[src/hw/rtl/mgcc_pkg.sv]
// ----------------------------------------------------------------------------
// mgcc package
// widths, constants and control types of the mean gcc block
// ----------------------------------------------------------------------------
`timescale 1ns / 1ps

package mgcc_pkg;

  localparam int FRACTION_BITS = 16;
  localparam int COUNT_BITS    = 24;
  localparam int COLOUR_BITS   = 8;
  localparam int TOTAL_BITS    = COLOUR_BITS + 2;
  localparam int SUM_BITS      = FRACTION_BITS + COUNT_BITS + 1;
  localparam int MEAN_BITS     = FRACTION_BITS + 1;
  localparam int DIV_CNT_BITS  = $clog2(SUM_BITS + 1);
  localparam int IN_DATA_BITS  = 3 * COLOUR_BITS;
  localparam int OUT_RAW_BITS  = MEAN_BITS + COUNT_BITS;
  localparam int OUT_DATA_BITS = ((OUT_RAW_BITS + 7) / 8) * 8;
  localparam int OUT_PAD_BITS  = OUT_DATA_BITS - OUT_RAW_BITS;

  localparam logic [COUNT_BITS-1:0] COUNT_MAX = {COUNT_BITS{1'b1}};
  localparam logic [MEAN_BITS-1:0]  MEAN_ONE  = MEAN_BITS'(1) << FRACTION_BITS;

  typedef struct packed {
    logic accept;
    logic start_pix;
    logic acc;
    logic start_mean;
    logic emit;
  } mgcc_cmd_t;

  typedef struct packed {
    logic pix_used;
    logic last;
    logic div_done;
    logic count_zero;
    logic out_free;
  } mgcc_sts_t;

endpackage

[src/hw/rtl/mean_green_chromatic_coordinate.sv]
// ----------------------------------------------------------------------------
// mean green chromatic coordinate
// running mean of green/(red+green+blue) over the non-black pixels of an image
// ----------------------------------------------------------------------------
// pure black pixel, not last: accepted and dropped; counted pixel: divided by the
// one-bit-per-cycle shared divider (41 quotient bits), then accumulated
// last pixel starts the mean division (skipped if no pixel was counted), then emits
// the result word sits in an output register; the next pixel is taken meanwhile
// asynchronous active-low reset clears sum, count, controller and output valid
`timescale 1ns / 1ps

module mean_green_chromatic_coordinate (
  input  logic                                clk_i,
  input  logic                                rst_ni,
  input  logic                                s_axis_tvalid,
  output logic                                s_axis_tready,
  input  logic [mgcc_pkg::IN_DATA_BITS-1:0]   s_axis_tdata,  // red, green, blue
  input  logic                                s_axis_tlast,  // last_pixel
  output logic                                m_axis_tvalid,
  input  logic                                m_axis_tready,
  output logic [mgcc_pkg::OUT_DATA_BITS-1:0]  m_axis_tdata,  // mean_gcc, pixel_count, pad
  output logic [0:0]                          m_axis_tuser   // no_pixels
);
  import mgcc_pkg::*;

  mgcc_cmd_t cmd;
  mgcc_sts_t sts;
  logic      out_empty;

  mgcc_ctrl u_ctrl (
    .clk_i      (clk_i),
    .rst_ni     (rst_ni),
    .in_valid_i (s_axis_tvalid),
    .in_ready_o (s_axis_tready),
    .sts_i      (sts),
    .cmd_o      (cmd)
  );

  mgcc_dp u_dp (
    .clk_i       (clk_i),
    .rst_ni      (rst_ni),
    .in_data_i   (s_axis_tdata),
    .in_last_i   (s_axis_tlast),
    .cmd_i       (cmd),
    .sts_o       (sts),
    .out_valid_o (m_axis_tvalid),
    .out_ready_i (m_axis_tready),
    .out_data_o  (m_axis_tdata),
    .out_empty_o (out_empty)
  );

  assign m_axis_tuser = out_empty;

endmodule

[src/hw/rtl/mgcc_div.sv]
// ----------------------------------------------------------------------------
// mgcc divider
// restoring shift-subtract divider, one quotient bit per cycle
// ----------------------------------------------------------------------------
`timescale 1ns / 1ps

module mgcc_div (
  input  logic                              clk_i,
  input  logic                              rst_ni,
  input  logic                              start_i,
  input  logic [mgcc_pkg::SUM_BITS-1:0]     dividend_i,
  input  logic [mgcc_pkg::COUNT_BITS-1:0]   divisor_i,
  output logic [mgcc_pkg::SUM_BITS-1:0]     quotient_o,
  output logic                              done_o
);
  import mgcc_pkg::*;

  logic [SUM_BITS-1:0]     dvd_q, dvd_d;
  logic [COUNT_BITS-1:0]   rem_q, rem_d;
  logic [COUNT_BITS-1:0]   dsr_q;
  logic [DIV_CNT_BITS-1:0] cnt_q;
  logic                    done_q;
  logic [COUNT_BITS:0]     shifted;
  logic [COUNT_BITS:0]     diff;
  logic                    ge;

  assign shifted = {rem_q, dvd_q[SUM_BITS-1]};
  assign diff    = shifted - {1'b0, dsr_q};
  assign ge      = shifted >= {1'b0, dsr_q};
  assign rem_d   = ge ? diff[COUNT_BITS-1:0] : shifted[COUNT_BITS-1:0];
  assign dvd_d   = {dvd_q[SUM_BITS-2:0], ge};

  always_ff @(posedge clk_i or negedge rst_ni) begin
    if (!rst_ni) begin
      cnt_q  <= '0;
      done_q <= 1'b0;
    end else begin
      done_q <= 1'b0;
      if (start_i) begin
        cnt_q <= DIV_CNT_BITS'(SUM_BITS);
      end else if (cnt_q != '0) begin
        cnt_q  <= cnt_q - 1'b1;
        done_q <= (cnt_q == DIV_CNT_BITS'(1));
      end
    end
  end

  always_ff @(posedge clk_i) begin
    if (start_i) begin
      dvd_q <= dividend_i;
      rem_q <= '0;
      dsr_q <= divisor_i;
    end else if (cnt_q != '0) begin
      dvd_q <= dvd_d;
      rem_q <= rem_d;
    end
  end

  assign quotient_o = dvd_q;
  assign done_o     = done_q;

endmodule

[src/hw/rtl/mgcc_ctrl.sv]
// ----------------------------------------------------------------------------
// mgcc controller
// sequences pixel division, accumulation, mean division and emission
// ----------------------------------------------------------------------------
`timescale 1ns / 1ps

module mgcc_ctrl (
  input  logic                  clk_i,
  input  logic                  rst_ni,
  input  logic                  in_valid_i,
  output logic                  in_ready_o,
  input  mgcc_pkg::mgcc_sts_t   sts_i,
  output mgcc_pkg::mgcc_cmd_t   cmd_o
);
  import mgcc_pkg::*;

  typedef enum logic [2:0] {
    ST_IDLE,
    ST_PIX,
    ST_FIN,
    ST_MEAN,
    ST_EMIT
  } state_e;

  state_e state_q;

  always_ff @(posedge clk_i or negedge rst_ni) begin
    if (!rst_ni) begin
      state_q <= ST_IDLE;
    end else begin
      case (state_q)
        ST_IDLE: begin
          if (in_valid_i) begin
            if (sts_i.pix_used) begin
              state_q <= ST_PIX;
            end else if (sts_i.last) begin
              state_q <= ST_FIN;
            end
          end
        end
        ST_PIX: begin
          if (sts_i.div_done) begin
            state_q <= sts_i.last ? ST_FIN : ST_IDLE;
          end
        end
        ST_FIN: begin
          state_q <= sts_i.count_zero ? ST_EMIT : ST_MEAN;
        end
        ST_MEAN: begin
          if (sts_i.div_done) begin
            state_q <= ST_EMIT;
          end
        end
        ST_EMIT: begin
          if (sts_i.out_free) begin
            state_q <= ST_IDLE;
          end
        end
        default: begin
          state_q <= ST_IDLE;
        end
      endcase
    end
  end

  assign in_ready_o       = (state_q == ST_IDLE);
  assign cmd_o.accept     = (state_q == ST_IDLE) && in_valid_i;
  assign cmd_o.start_pix  = (state_q == ST_IDLE) && in_valid_i && sts_i.pix_used;
  assign cmd_o.acc        = (state_q == ST_PIX) && sts_i.div_done;
  assign cmd_o.start_mean = (state_q == ST_FIN) && !sts_i.count_zero;
  assign cmd_o.emit       = (state_q == ST_EMIT) && sts_i.out_free;

endmodule

[src/hw/rtl/mgcc_dp.sv]
// ----------------------------------------------------------------------------
// mgcc datapath
// ratio sum, pixel count, shared divider and output word register
// ----------------------------------------------------------------------------
`timescale 1ns / 1ps

module mgcc_dp (
  input  logic                                clk_i,
  input  logic                                rst_ni,
  input  logic [mgcc_pkg::IN_DATA_BITS-1:0]   in_data_i,
  input  logic                                in_last_i,
  input  mgcc_pkg::mgcc_cmd_t                 cmd_i,
  output mgcc_pkg::mgcc_sts_t                 sts_o,
  output logic                                out_valid_o,
  input  logic                                out_ready_i,
  output logic [mgcc_pkg::OUT_DATA_BITS-1:0]  out_data_o,
  output logic                                out_empty_o
);
  import mgcc_pkg::*;

  logic [COLOUR_BITS-1:0] red, green, blue;
  logic [TOTAL_BITS-1:0]  total;
  logic [SUM_BITS-1:0]    sum_q;
  logic [COUNT_BITS-1:0]  count_q;
  logic                   last_q;
  logic                   out_valid_q;
  logic [MEAN_BITS-1:0]   out_mean_q;
  logic [COUNT_BITS-1:0]  out_count_q;
  logic                   out_empty_q;
  logic                   div_start;
  logic [SUM_BITS-1:0]    div_dividend;
  logic [COUNT_BITS-1:0]  div_divisor;
  logic [SUM_BITS-1:0]    quotient;
  logic                   div_done;

  assign red   = in_data_i[COLOUR_BITS-1:0];
  assign green = in_data_i[2*COLOUR_BITS-1:COLOUR_BITS];
  assign blue  = in_data_i[3*COLOUR_BITS-1:2*COLOUR_BITS];
  assign total = TOTAL_BITS'(red) + TOTAL_BITS'(green) + TOTAL_BITS'(blue);

  assign div_start    = cmd_i.start_pix || cmd_i.start_mean;
  assign div_dividend = cmd_i.start_mean ? sum_q : (SUM_BITS'(green) << FRACTION_BITS);
  assign div_divisor  = cmd_i.start_mean ? count_q : COUNT_BITS'(total);

  mgcc_div u_div (
    .clk_i      (clk_i),
    .rst_ni     (rst_ni),
    .start_i    (div_start),
    .dividend_i (div_dividend),
    .divisor_i  (div_divisor),
    .quotient_o (quotient),
    .done_o     (div_done)
  );

  always_ff @(posedge clk_i or negedge rst_ni) begin
    if (!rst_ni) begin
      sum_q       <= '0;
      count_q     <= '0;
      last_q      <= 1'b0;
      out_valid_q <= 1'b0;
    end else begin
      if (cmd_i.accept) begin
        last_q <= in_last_i;
      end
      if (cmd_i.acc) begin
        sum_q   <= sum_q + quotient;
        count_q <= count_q + 1'b1;
      end
      if (cmd_i.emit) begin
        sum_q       <= '0;
        count_q     <= '0;
        out_valid_q <= 1'b1;
      end else if (out_ready_i) begin
        out_valid_q <= 1'b0;
      end
    end
  end

  always_ff @(posedge clk_i) begin
    if (cmd_i.emit) begin
      out_mean_q  <= (count_q == '0) ? '0 : quotient[MEAN_BITS-1:0];
      out_count_q <= count_q;
      out_empty_q <= (count_q == '0);
    end
  end

  // pixel is used when not pure black and the count has room
  assign sts_o.pix_used   = ((red | green | blue) != '0) && (count_q != COUNT_MAX);
  assign sts_o.last       = cmd_i.accept ? in_last_i : last_q;
  assign sts_o.div_done   = div_done;
  assign sts_o.count_zero = (count_q == '0);
  assign sts_o.out_free   = !out_valid_q || out_ready_i;

  assign out_valid_o = out_valid_q;
  assign out_data_o  = {{OUT_PAD_BITS{1'b0}}, out_count_q, out_mean_q};
  assign out_empty_o = out_empty_q;

endmodule

[config.mk]
export PLATFORM = sky130hd
export DESIGN_NAME = mean_green_chromatic_coordinate
export DESIGN_NICKNAME = d
export VERILOG_FILES = /design/src/hw/rtl/mgcc_pkg.sv /design/src/hw/rtl/mean_green_chromatic_coordinate.sv /design/src/hw/rtl/mgcc_div.sv /design/src/hw/rtl/mgcc_ctrl.sv /design/src/hw/rtl/mgcc_dp.sv
export SDC_FILE = /design/constraint.sdc
export NUM_CORES = 1
export LEC_CHECK = 0
export BUFFER_PORTS_ARGS = -buffer_cell sky130_fd_sc_hd__buf_4
export CORE_MARGIN = 5
export CORE_UTILIZATION = 56
export DETAILED_ROUTE_END_ITERATION = 10
export PLACE_DENSITY = 0.85
export SETUP_SLACK_MARGIN = 0.3
export SYNTH_ARGS = -nofsm -noshare
export SYNTH_HDL_FRONTEND = slang
export SYNTH_HIERARCHICAL = 1
export SYNTH_SLANG_ARGS = --single-unit
[constraint.sdc]
create_clock -name clk_i -period 5.13 [get_ports clk_i]
set_input_delay 0.513 -clock clk_i [delete_from_list [all_inputs] [get_ports clk_i]]
set_output_delay 0.513 -clock clk_i [all_outputs]
set_load 0.02 [all_outputs]
==> run metrics, run 1 <==
post-DP HPWL 22.34 mm; Final min period ~3.5 ns; port bufs 72; fin nets 1493; r2r worst-path depth 13; Arrival @ worst endpoint 3.96 ns; Residual DRC 0; Clock Path Buffers 3; highest clock rate ~280 MHz; crit end category flip-flop; Filler Cell Count 1722; most used flip-flop cell after synthesis edfxtp_1; # Post-CTS Setup Buffers 0; final worst setup slack 1.583 ns; multi-input logic area ~6900 sq um; Worst-Margin Slew 1.035 ns; Setup CP Type reg2reg; GR Layer Usage met2 41.34%; Worst Setup SP u_dp/count_q[1]; Synth Area per Inst 9.890 sq um; Die W 162.7 um; CTS H-tree depth 1; routed vias/inst ~6.0; wire per inst 18.78 um; register area share after synthesis 43.02%; Vias 10274; status complete, no violations; antenna fix cells 0; worst r2r src u_dp/count_q[1]; async set-or-reset flop fraction in the synthesized netlist 37.02%; CP required 5.55 ns; Rows 55; CTS sink count 208; HP Class in2reg; CTS Hold Bufs 1; cell total after placement 1657; share of layout cells above drive strength 1 about 14%; drt pass-1 iters 5; critical path endpoint u_dp/u_div/rem_q[16]; Post-CTS Resized 0; Netlist Area Pre-Place around 13000 sq um; Worst-path clk slew 0.06 ns; RSZ-0062 raised after global routing false; Routed WL between 30 and 40 mm; first-pass GRT wire length between 50 and 60 mm; layer with the highest usage met2; PwrDens 538.5 nW/um^2; max cap viols 0; Final Hold Fails 0; Die Area 26480 sq um; number of global-route vias before repair 10180; EDFF count, synth 107; Max VDD drop around 280 uV; Synth cell types 85; leakage 6.308 nW; Setup TNS Final 0 ns; CTS tree done; worst hold margin 0.2893 ns; CTS buffer count 23; Total Routing Usage GR between 20% and 30%; final antenna-violating net count 0; Seq cells post-synth 208; skew final 0.02117 ns; initial antenna violation count 0; grt ovf 0; Ports 80; Vert. Die Dim 162.7 um; RePlAce Congestion 0.8849; FF-to-FF setup slack between 1.5 and 2 ns; most common cell after layout, fill and taps aside edfxtp_1; core footprint 22780 sq um; Post-Layout Cell Count 1700; largest net degree at the start of global routing 88; cell count after synthesis 1321; met3 Use GR 3.189%; Clk Latency, worst-skew pair 0.53 ns; crit path max fanout 60; DR iter-0 viols ~720; grt met1 use between 30% and 40%; most frequent cells in the layout edfxtp_1, nor2_1, nand2_1; Root Driver clkbuf_16; yosys warns 6; pre-CTS setup slack about 1.4 ns; Slew Limit Fails 0; capturing point of the worst reg2reg path u_dp/u_div/rem_q[16]; initial core utilization about 57%; area grow syn2layout 11.66%; fin crit share 69.14%; relative slew slack 30.60%; sequential cell area 5620 sq um; Final Util 64.05%; startpoint kind of the worst setup timing path flip-flop; Final Setup Violations 0
==> cells in the mapped netlist (20+ instances only) <==
master    number  share of area, %
edfxtp_1     107                25
nor2_1       101               2.9
mux2i_1       26               2.0
dfrtp_1       77                15
dfxtp_1       24               3.7
xor2_1        27               1.8
clkbuf_1      33              0.95
nand3_1       23              0.88
nand2_1      100               2.9
nand4_1       25               1.2
xnor2_1       45               3.0
o21ai_0       74               2.8
and2_1        52               2.5
mux2_2        45               3.9
nor3_1        33               1.3
a21o_1        35               2.0
o21ai_1       20              0.77
nor2b_1       25               1.2
ha_1          83               7.9
a21oi_1       79               3.0
inv_1         70               2.0
==> flip-flops by register name (all words and copies together), names as in the netlist <==
signal	cells
u_dp/out_count_q	24
u_dp/out_empty_o	1
u_dp/sum_q	41
u_dp/u_div/rem_q	24
u_dp/out_mean_q	17
u_dp/u_div/dsr_q	24
u_dp/out_valid_o	1
u_dp/count_q	24
u_ctrl/state_q	3
u_dp/u_div/done_o	1
u_dp/u_div/quotient_o	41
u_dp/last_q	1
u_dp/u_div/cnt_q	6
==> routing by layer <==
layer,share of wire (%),vias up
li1,-,4837
met1,42,5005
met2,50,364
met3,5.6,68
met4,2.6,0
met5,0,-
==> power breakdown <==
group,total (mW),internal (mW),switching [mW]
registers,2.66,2.29,0.363
clock network,1.77,1.08,0.696
logic,3.43,1.44,1.99
==> final cells by class <==
cell class | count | area share (%)
Clock inverter | 14 | 1.304
Inverter | 70 | 1.801
Clock buffer | 28 | 4.280
Tap cell | 313 | 2.684
Sequential cell | 208 | 38.52
Multi-Input combinational cell | 983 | 47.07
Timing Repair Buffer | 84 | 4.340
==> worst min-delay path by stage <==
stage	from	endpoint	slack, ns	depth (start not counted)
floorplan	rst_ni	u_ctrl/state_q[0]	0.22	0
global placement	u_dp/u_div/rem_q[12]	u_dp/u_div/rem_q[12]	0.46	2
detailed placement	u_dp/u_div/rem_q[12]	u_dp/u_div/rem_q[12]	0.47	2
CTS	s_axis_tlast	u_dp/last_q	0.27	2
global route	s_axis_tlast	u_dp/last_q	0.26	2
finish	s_axis_tlast	u_dp/last_q	0.29	2
==> through the flow <==
stage	total power [mW]	instance area [sq um]
after floorplan	5.307	13090
after detailed placement	6.016	13760
after global placement	5.859	13760
after global routing	8.365	14590
final	7.857	14590
after CTS	7.820	14590
==> cells by family (layout without fill, tap and decap cells) <==
logic type                 count (synthesis)  after routing  synth area share [%]
other                                      1              7               0.02870
buffers and inverters                    136            196                 4.760
muxes                                     72             72                 5.957
AOI/OAI and AO/OA                        311            311                 15.33
adders and majority gates                 94             94                 9.634
DFF                                      208            208                 43.02
xor gates and xnor gates                  72             72                 4.827
and+or+nand+nor                          427            427                 16.44
==> worst max-delay path: stages, from the launching register on <==
cell and delay (ns):
dfrtp_1 0.55, inv_1 0.08, ha_1 0.18, nor4b_1 0.14
nand4_1 0.10, nor2_1 0.05, buf_4 0.21, nor3_2 0.21
or2_2 0.34, buf_4 0.73, a21o_1 0.52, nor3_1 0.09
mux2i_1 0.16, nand2_1 0.06
Note: power is estimated with default switching activity, not from simulation.
==> inputs of run 2 (changes only) <==
- ABC_AREA: default -> 1
- CORE_UTILIZATION: 56 -> 57
- PLACE_DENSITY: 0.85 -> 0.86
- clock period: 5.13 -> 3 ns (I/O delays scaled with it)
==> run metrics, run 2 <==
status complete, no violations; capturing point of the worst reg2reg path u_dp/u_div/dsr_q[1]; CP required 3.33 ns (-2.22 ns); r2r worst-path depth 12 (-1); final antenna-violating net count 0 (unchanged); post-synthesis mux area share 0.07616% (-5.9 points); Vias 14167 (+38%); HP Class in2reg; CP top delay family buffers and inverters; core footprint 25840 sq um (+13%); Routed WL 41.30 mm (+29%); post-DP HPWL 30.56 mm (+37%); leakage 9.193 nW (+46%); total chip power 14.12 mW (+80%); critical path endpoint u_dp/u_div/dsr_q[1]; antenna fix cells 0 (unchanged); Die W 171.1 um (+5.1%); most frequent cells in the layout nand2_1, inv_1, nor2_1; XOR/XNOR Fraction of Synth Area 1.007% (-3.8 points); Compound-Gate Fraction of Synth Area 6.820% (-8.5 points); Worst-path clk slew 0.06 ns (about the same); DR iter-0 viols 1382 (+91%); number of global-route vias before repair 13732 (+35%); synth top area cells edfxtp_1, nand2_1, dfrtp_1, inv_1, ha_1; yosys warns 6 (unchanged); Critical Path Max Stage Delay 0.40 ns (-0.33 ns); Worst path slowest cell dfrtp_2; Synth area leader edfxtp_1; register area share after synthesis 38.01% (-5.0 points); crit path max fanout 72 (+20%); Reg power frac 32.2% (-1.6 points); CTS buffer count 23 (unchanged); Synth Area per Inst 6.913 sq um (-30%); Slew Limit Fails 0 (unchanged); Clk pwr share 20.8% (-1.8 points); Clock Path Buffers 3 (unchanged); fin nets 2336 (+56%); RSZ-0062 raised after global routing false; placed inst area 15960 sq um (+16%); routed vias/inst 5.523 (-8.6%); worst r2r src u_dp/count_q[0]; Seq cells post-synth 208 (unchanged); drt pass-1 iters 6 (+1); CTS tree done; Final Setup Violations 0 (unchanged); wire per inst 16.10 um (-14%); Yosys top cell area share 21.73% (-2.9 points); most used flip-flop cell after synthesis edfxtp_1; initial core utilization 57.23% (-0.13 points); Synth top cells by count nand2_1, inv_1, nor2_1; Ports 80 (unchanged); startpoint kind of the worst setup timing path flip-flop; share of layout cells above drive strength 1 10.36% (-3.3 points); Worst Setup SP u_dp/count_q[0]; relative slew slack 44.79% (+14 points); Adder-Cell Fraction of Synth Area 8.512% (-1.1 points); FF-to-FF setup slack 0.45 ns (-1.13 ns); PwrDens 840.9 nW/um^2 (+56%); Root Driver clkbuf_16; Clk Latency, worst-skew pair 0.54 ns (about the same); largest net degree at the start of global routing 73 (-17%); Max VDD drop 572.0 uV (+110%); most common cell after layout, fill and taps aside nand2_1; first-pass GRT wire length 66.53 mm (+28%); Rows 59 (+7.3%); grt ovf 0 (unchanged); pre-CTS setup slack 0.2364 ns (-1.142 ns); largest family of logic cells by synthesized area simple AND/OR/NAND/NOR gates; top-count cell post-synth nand2_1; Residual DRC 0 (unchanged); final worst setup slack 0.4498 ns (-1.134 ns); Post-Layout Cell Count 2565 (+51%); crit end category flip-flop; CTS sink count 208 (unchanged); Final min period 2.550 ns (-0.9964 ns); RePlAce Congestion 1.037 (+17%); Die Area 29260 sq um (+10%); Synth cell types 56 (-34%); skew final 0.01824 ns (-0.002927 ns); Arrival @ worst endpoint 2.88 ns (-1.08 ns); Vert. Die Dim 171.1 um (+5.1%); design area 16790 sq um (+15%); initial antenna violation count 0 (unchanged); CP Cell Sequence inv_1 -> ha_1 -> inv_1 -> nor3_1 -> nand3_1 -> nor3_2 -> nor2_1 -> nand3_1 -> inv_2 -> buf_12 -> inv_1 -> o21ai_0; async set-or-reset flop fraction in the synthesized netlist 37.02% (unchanged); Setup CP Type reg2reg; area grow syn2layout 13.58%; Final Hold Fails 0 (unchanged); max cap viols 0 (unchanged); sw power 6.188 mW (+100%); highest clock rate 392.1 MHz (+39%); Sw Ratio 43.82% (+5.1 points); Comb power frac 47.0% (+3.3 points); CTS H-tree depth 1 (unchanged); Filler Cell Count 2164 (+26%); port bufs 72 (unchanged); Setup TNS Final 0 ns (unchanged); Post-Synth Simple-Gate Area 33.46% (+17 points); cell total after placement 2521 (+52%); CP Buf/Inv Count 5 (+2); Most common cell on crit path inv_1; Total Routing Usage GR 27.88% (+4.1 points); Worst path depth 12 (-1); Netlist Area Pre-Place 14790 sq um (+13%); Internal 7.935 mW (+65%); EDFF count, synth 107 (unchanged); Worst-Margin Slew 0.8282 ns (-0.2072 ns); cell count after synthesis 2139 (+62%); fin crit share 85.01% (+16 points)
[run 2: changes by cell type after synthesis, sizes merged, moves of 22 or more]
cell	delta
a21o	-34
and2	-52
nor2	+53
xnor2	-33
inv	+339
nor2b	-25
mux2i	-26
nand3	+117
xor2	-22
mux2	-45
nand2	+686
[run 2: cells by family after synthesis]
kind of cell,Yosys count
buf+inv,461
mux,1
compound gates,184
flops,208
other cells,1
xor+xnor,17
fa+ha+maj,94
simple gates,1173
[run 2: cell type report]
| class | instances | area (sq um) | area share, % |
|---|---|---|---|
| multi-input combinational | 1476 | 7637 | 45.47 |
| sequential | 208 | 5627 | 33.50 |
| inverter | 411 | 1570 | 9.350 |
| timing repair buffer | 93 | 767.0 | 4.567 |
| clock buffer | 29 | 608.1 | 3.621 |
| tap | 335 | 419.2 | 2.496 |
| clock inverter | 13 | 166.4 | 0.9908 |
[run 2: worst min-delay path, cell delays in order]
cell and delay, ns:
buf_4 0.07, inv_1 0.04, nand2_2 0.08, nand2_1 0.06
[run 2: worst min path at each step]
stage                        startpoint                 to  cells past startpoint
after detailed placement         rst_ni     u_dp/sum_q[35]                      1
after floorplan                  rst_ni  u_ctrl/state_q[0]                      0
after CTS                 m_axis_tready   u_dp/out_valid_o                      4
final                     m_axis_tready   u_dp/out_valid_o                      4
after global placement           rst_ni     u_dp/sum_q[35]                      1
after global routing      m_axis_tready   u_dp/out_valid_o                      4
[run 2: per-stage QoR]
step | hold WS [ns] | utilization [%]
floorplan | 0.004409 | -
global placement | 0.4230 | 61.76
detailed placement | 0.4296 | 61.76
CTS | 0.03747 | 64.85
global route | 0.07565 | 65.00
finish | 0.05709 | 65.00
[run 2: power by group through the flow]
stage	Combinational, mW	Sequential, mW	Clock (mW)
after floorplan	5.08	4.38	0
after global placement	6.23	4.54	0
after detailed placement	6.46	4.56	0
after CTS	6.53	4.53	2.98
after global routing	7.44	4.62	3.11
final	6.64	4.55	2.94
[run 2: what timing repair did]
item | 4_1_cts | 5_1_grt
resized for setup | 3 | 9
setup buffers | 0 | 1
hold buffers | 1 | 0
setup endpoints to repair | 47 | 119
pin swaps | 0 | 3
endpoints found under the hold margin | 55 | 0
[run 2: layer usage]
| metal | global-route usage, % | routed length, um |
|---|---|---|
| met1 | 34.34 | 16390 |
| met2 | 49.97 | 20230 |
| met3 | 3.096 | 2829 |
| met4 | 11.16 | 1844 |
| met5 | 0 | 0 |
==> inputs of run 3 (changes only) <==
- ABC_AREA: 1 -> default
- CORE_UTILIZATION: 57 -> 56
- PLACE_DENSITY: 0.86 -> 0.85
==> run metrics, run 3 (same netlist as run 1, synthesis figures left out) <==
crit end category flip-flop; Ports 80 (unchanged); Worst-Margin Slew 0.9727 ns (+0.1445 ns); Root Driver clkbuf_16; initial antenna violation count 2 (+2); Total Routing Usage GR 24.67% (-3.2 points); initial core utilization 57.36% (+0.13 points); Vert. Die Dim 162.7 um (-4.9%); Final Setup Violations 0 (unchanged); startpoint kind of the worst setup timing path flip-flop; routed vias/inst 6.258 (+13%); leakage 6.727 nW (-27%); Filler Cell Count 1511 (-30%); Arrival @ worst endpoint 3.25 ns (+0.37 ns); Metal-1 WL 14.37 mm (-12%); Worst-path clk slew 0.06 ns (about the same); fin nets 1560 (-33%); Die W 162.7 um (-4.9%); most common cell after layout, fill and taps aside buf_4; HP Class in2reg; post-DP HPWL 23.41 mm (-23%); Setup CP Type reg2reg; critical path endpoint u_dp/u_div/cnt_q[0]; CP required 3.39 ns (+0.06 ns); Slew Limit Fails 0 (unchanged); skew final 0.01905 ns (+0.0008020 ns); grt ovf 0 (unchanged); CTS buffer count 23 (unchanged); Clock Path Buffers 3 (unchanged); RSZ-0062 raised after global routing true; number of global-route vias before repair 10397 (-24%); crit path max fanout 11 (-85%); relative slew slack 34.56% (-10 points); final antenna-violating net count 0 (unchanged); Final Hold Fails 0 (unchanged); sequential cell area 5624 sq um (about the same); Min-Delay Startpoint s_axis_tlast; multi-input logic area 7305 sq um (-4.4%); Die Area 26480 sq um (-9.5%); CTS H-tree depth 1 (unchanged); CP Buf/Inv Count 4 (-1); Rows 55 (-6.8%); Final Util 69.16% (+4.2 points); most frequent cells in the layout buf_4, edfxtp_1, nand2_1; max cap viols 0 (unchanged); DR iter-0 viols 1099 (-20%); RePlAce Congestion 0.9254 (-11%); wire length on met2 17.77 mm (-12%); worst r2r src u_dp/count_q[1]; r2r worst-path depth 14 (+2); uppermost layer routed met5; Worst Setup SP u_dp/count_q[1]; Residual DRC 0 (unchanged); Critical Path Max Stage Delay 0.40 ns (about the same); FF-to-FF setup slack 0.14 ns (-0.31 ns); core footprint 22780 sq um (-12%); Final min period 2.865 ns (+0.3144 ns); met3 routed WL 2.623 mm (-7.3%); status complete, no violations; area grow syn2layout 20.58%; port bufs 72 (unchanged); largest net degree at the start of global routing 84 (+15%); share of layout cells above drive strength 1 22.90% (+13 points); Clk Latency, worst-skew pair 0.52 ns (-0.02 ns); Routed WL 36.26 mm (-12%); CTS sink count 208 (unchanged); wire per inst 20.52 um (+27%); PwrDens 941.0 nW/um^2 (+12%); CTS tree done; CP Cell Sequence buf_6 -> inv_4 -> ha_4 -> nor4b_4 -> nand4_1 -> nor2_4 -> nor3_4 -> or2_4 -> nor2b_4 -> and2_4 -> clkinvlp_4 -> buf_12 -> nor2_1 -> a21oi_1; capturing point of the worst reg2reg path u_dp/u_div/cnt_q[0]; worst hold margin 0.07412 ns (+0.01703 ns); first-pass GRT wire length 53.48 mm (-20%); CP top delay family simple AND/OR/NAND/NOR gates; highest clock rate 349.1 MHz (-11%); Worst path depth 14 (+2); Max VDD drop 592.9 uV (+3.7%); final worst setup slack 0.1353 ns (-0.3144 ns); Worst path slowest cell dfrtp_1; pre-CTS setup slack 0.1039 ns (-0.1325 ns); antenna fix cells 0 (unchanged); drt pass-1 iters 5 (-1); Vias 11058 (-22%); fin crit share 95.49% (+10 points)
[run 3: metal layers]
| layer | track usage (%) | up-vias |
|---|---|---|
| met1 | 32.65 | 5389 |
| met5 | 0 | - |
| met4 | 8.311 | 4 |
| met3 | 3.898 | 119 |
| met2 | 41.60 | 547 |
| li1 | - | 4999 |
[run 3: power by group]
part           internal, mW  switching, mW  total (mW)
Sequential             3.92          0.647        4.57
Clock                  1.64           1.20        2.84
Combinational          3.38           4.04        7.42
[run 3: timing repair]
action	in CTS	in global routing
hold buffers	1	0
cloned	1	7
gates resized for setup	26	72
endpoints found under the hold margin	38	0
pin swaps	2	21
setup endpoints to repair	69	129
buffers inserted	6	19
[run 3: area by class of cell]
class	count	share of cell area (%)
Clock buffer	27	3.876
Tap cell	313	2.486
Multi-Input combinational cell	983	46.37
Clock inverter	15	0.9213
Inverter	70	1.723
Timing Repair Buffer	151	8.927
Sequential cell	208	35.70
[run 3: worst min path at each step]
stage	cells after the start	slack [ns]	end
after detailed placement	1	0.32	u_dp/sum_q[10]
final	2	0.07	u_dp/last_q
after floorplan	0	0.004	u_ctrl/state_q[0]
after global routing	2	0.08	u_dp/last_q
after global placement	1	0.31	u_dp/sum_q[10]
after CTS	2	0.07	u_dp/last_q
[run 3: through the flow]
step	area, sq um	power, mW	TNS, ns	cells
after global routing	15750	15.61	0	1767
final	15750	14.82	0	1767
after detailed placement	14180	10.62	0	1691
after global placement	14180	10.34	0	1691
after CTS	15140	13.69	0	1741
after floorplan	13210	9.143	-18.37	1327
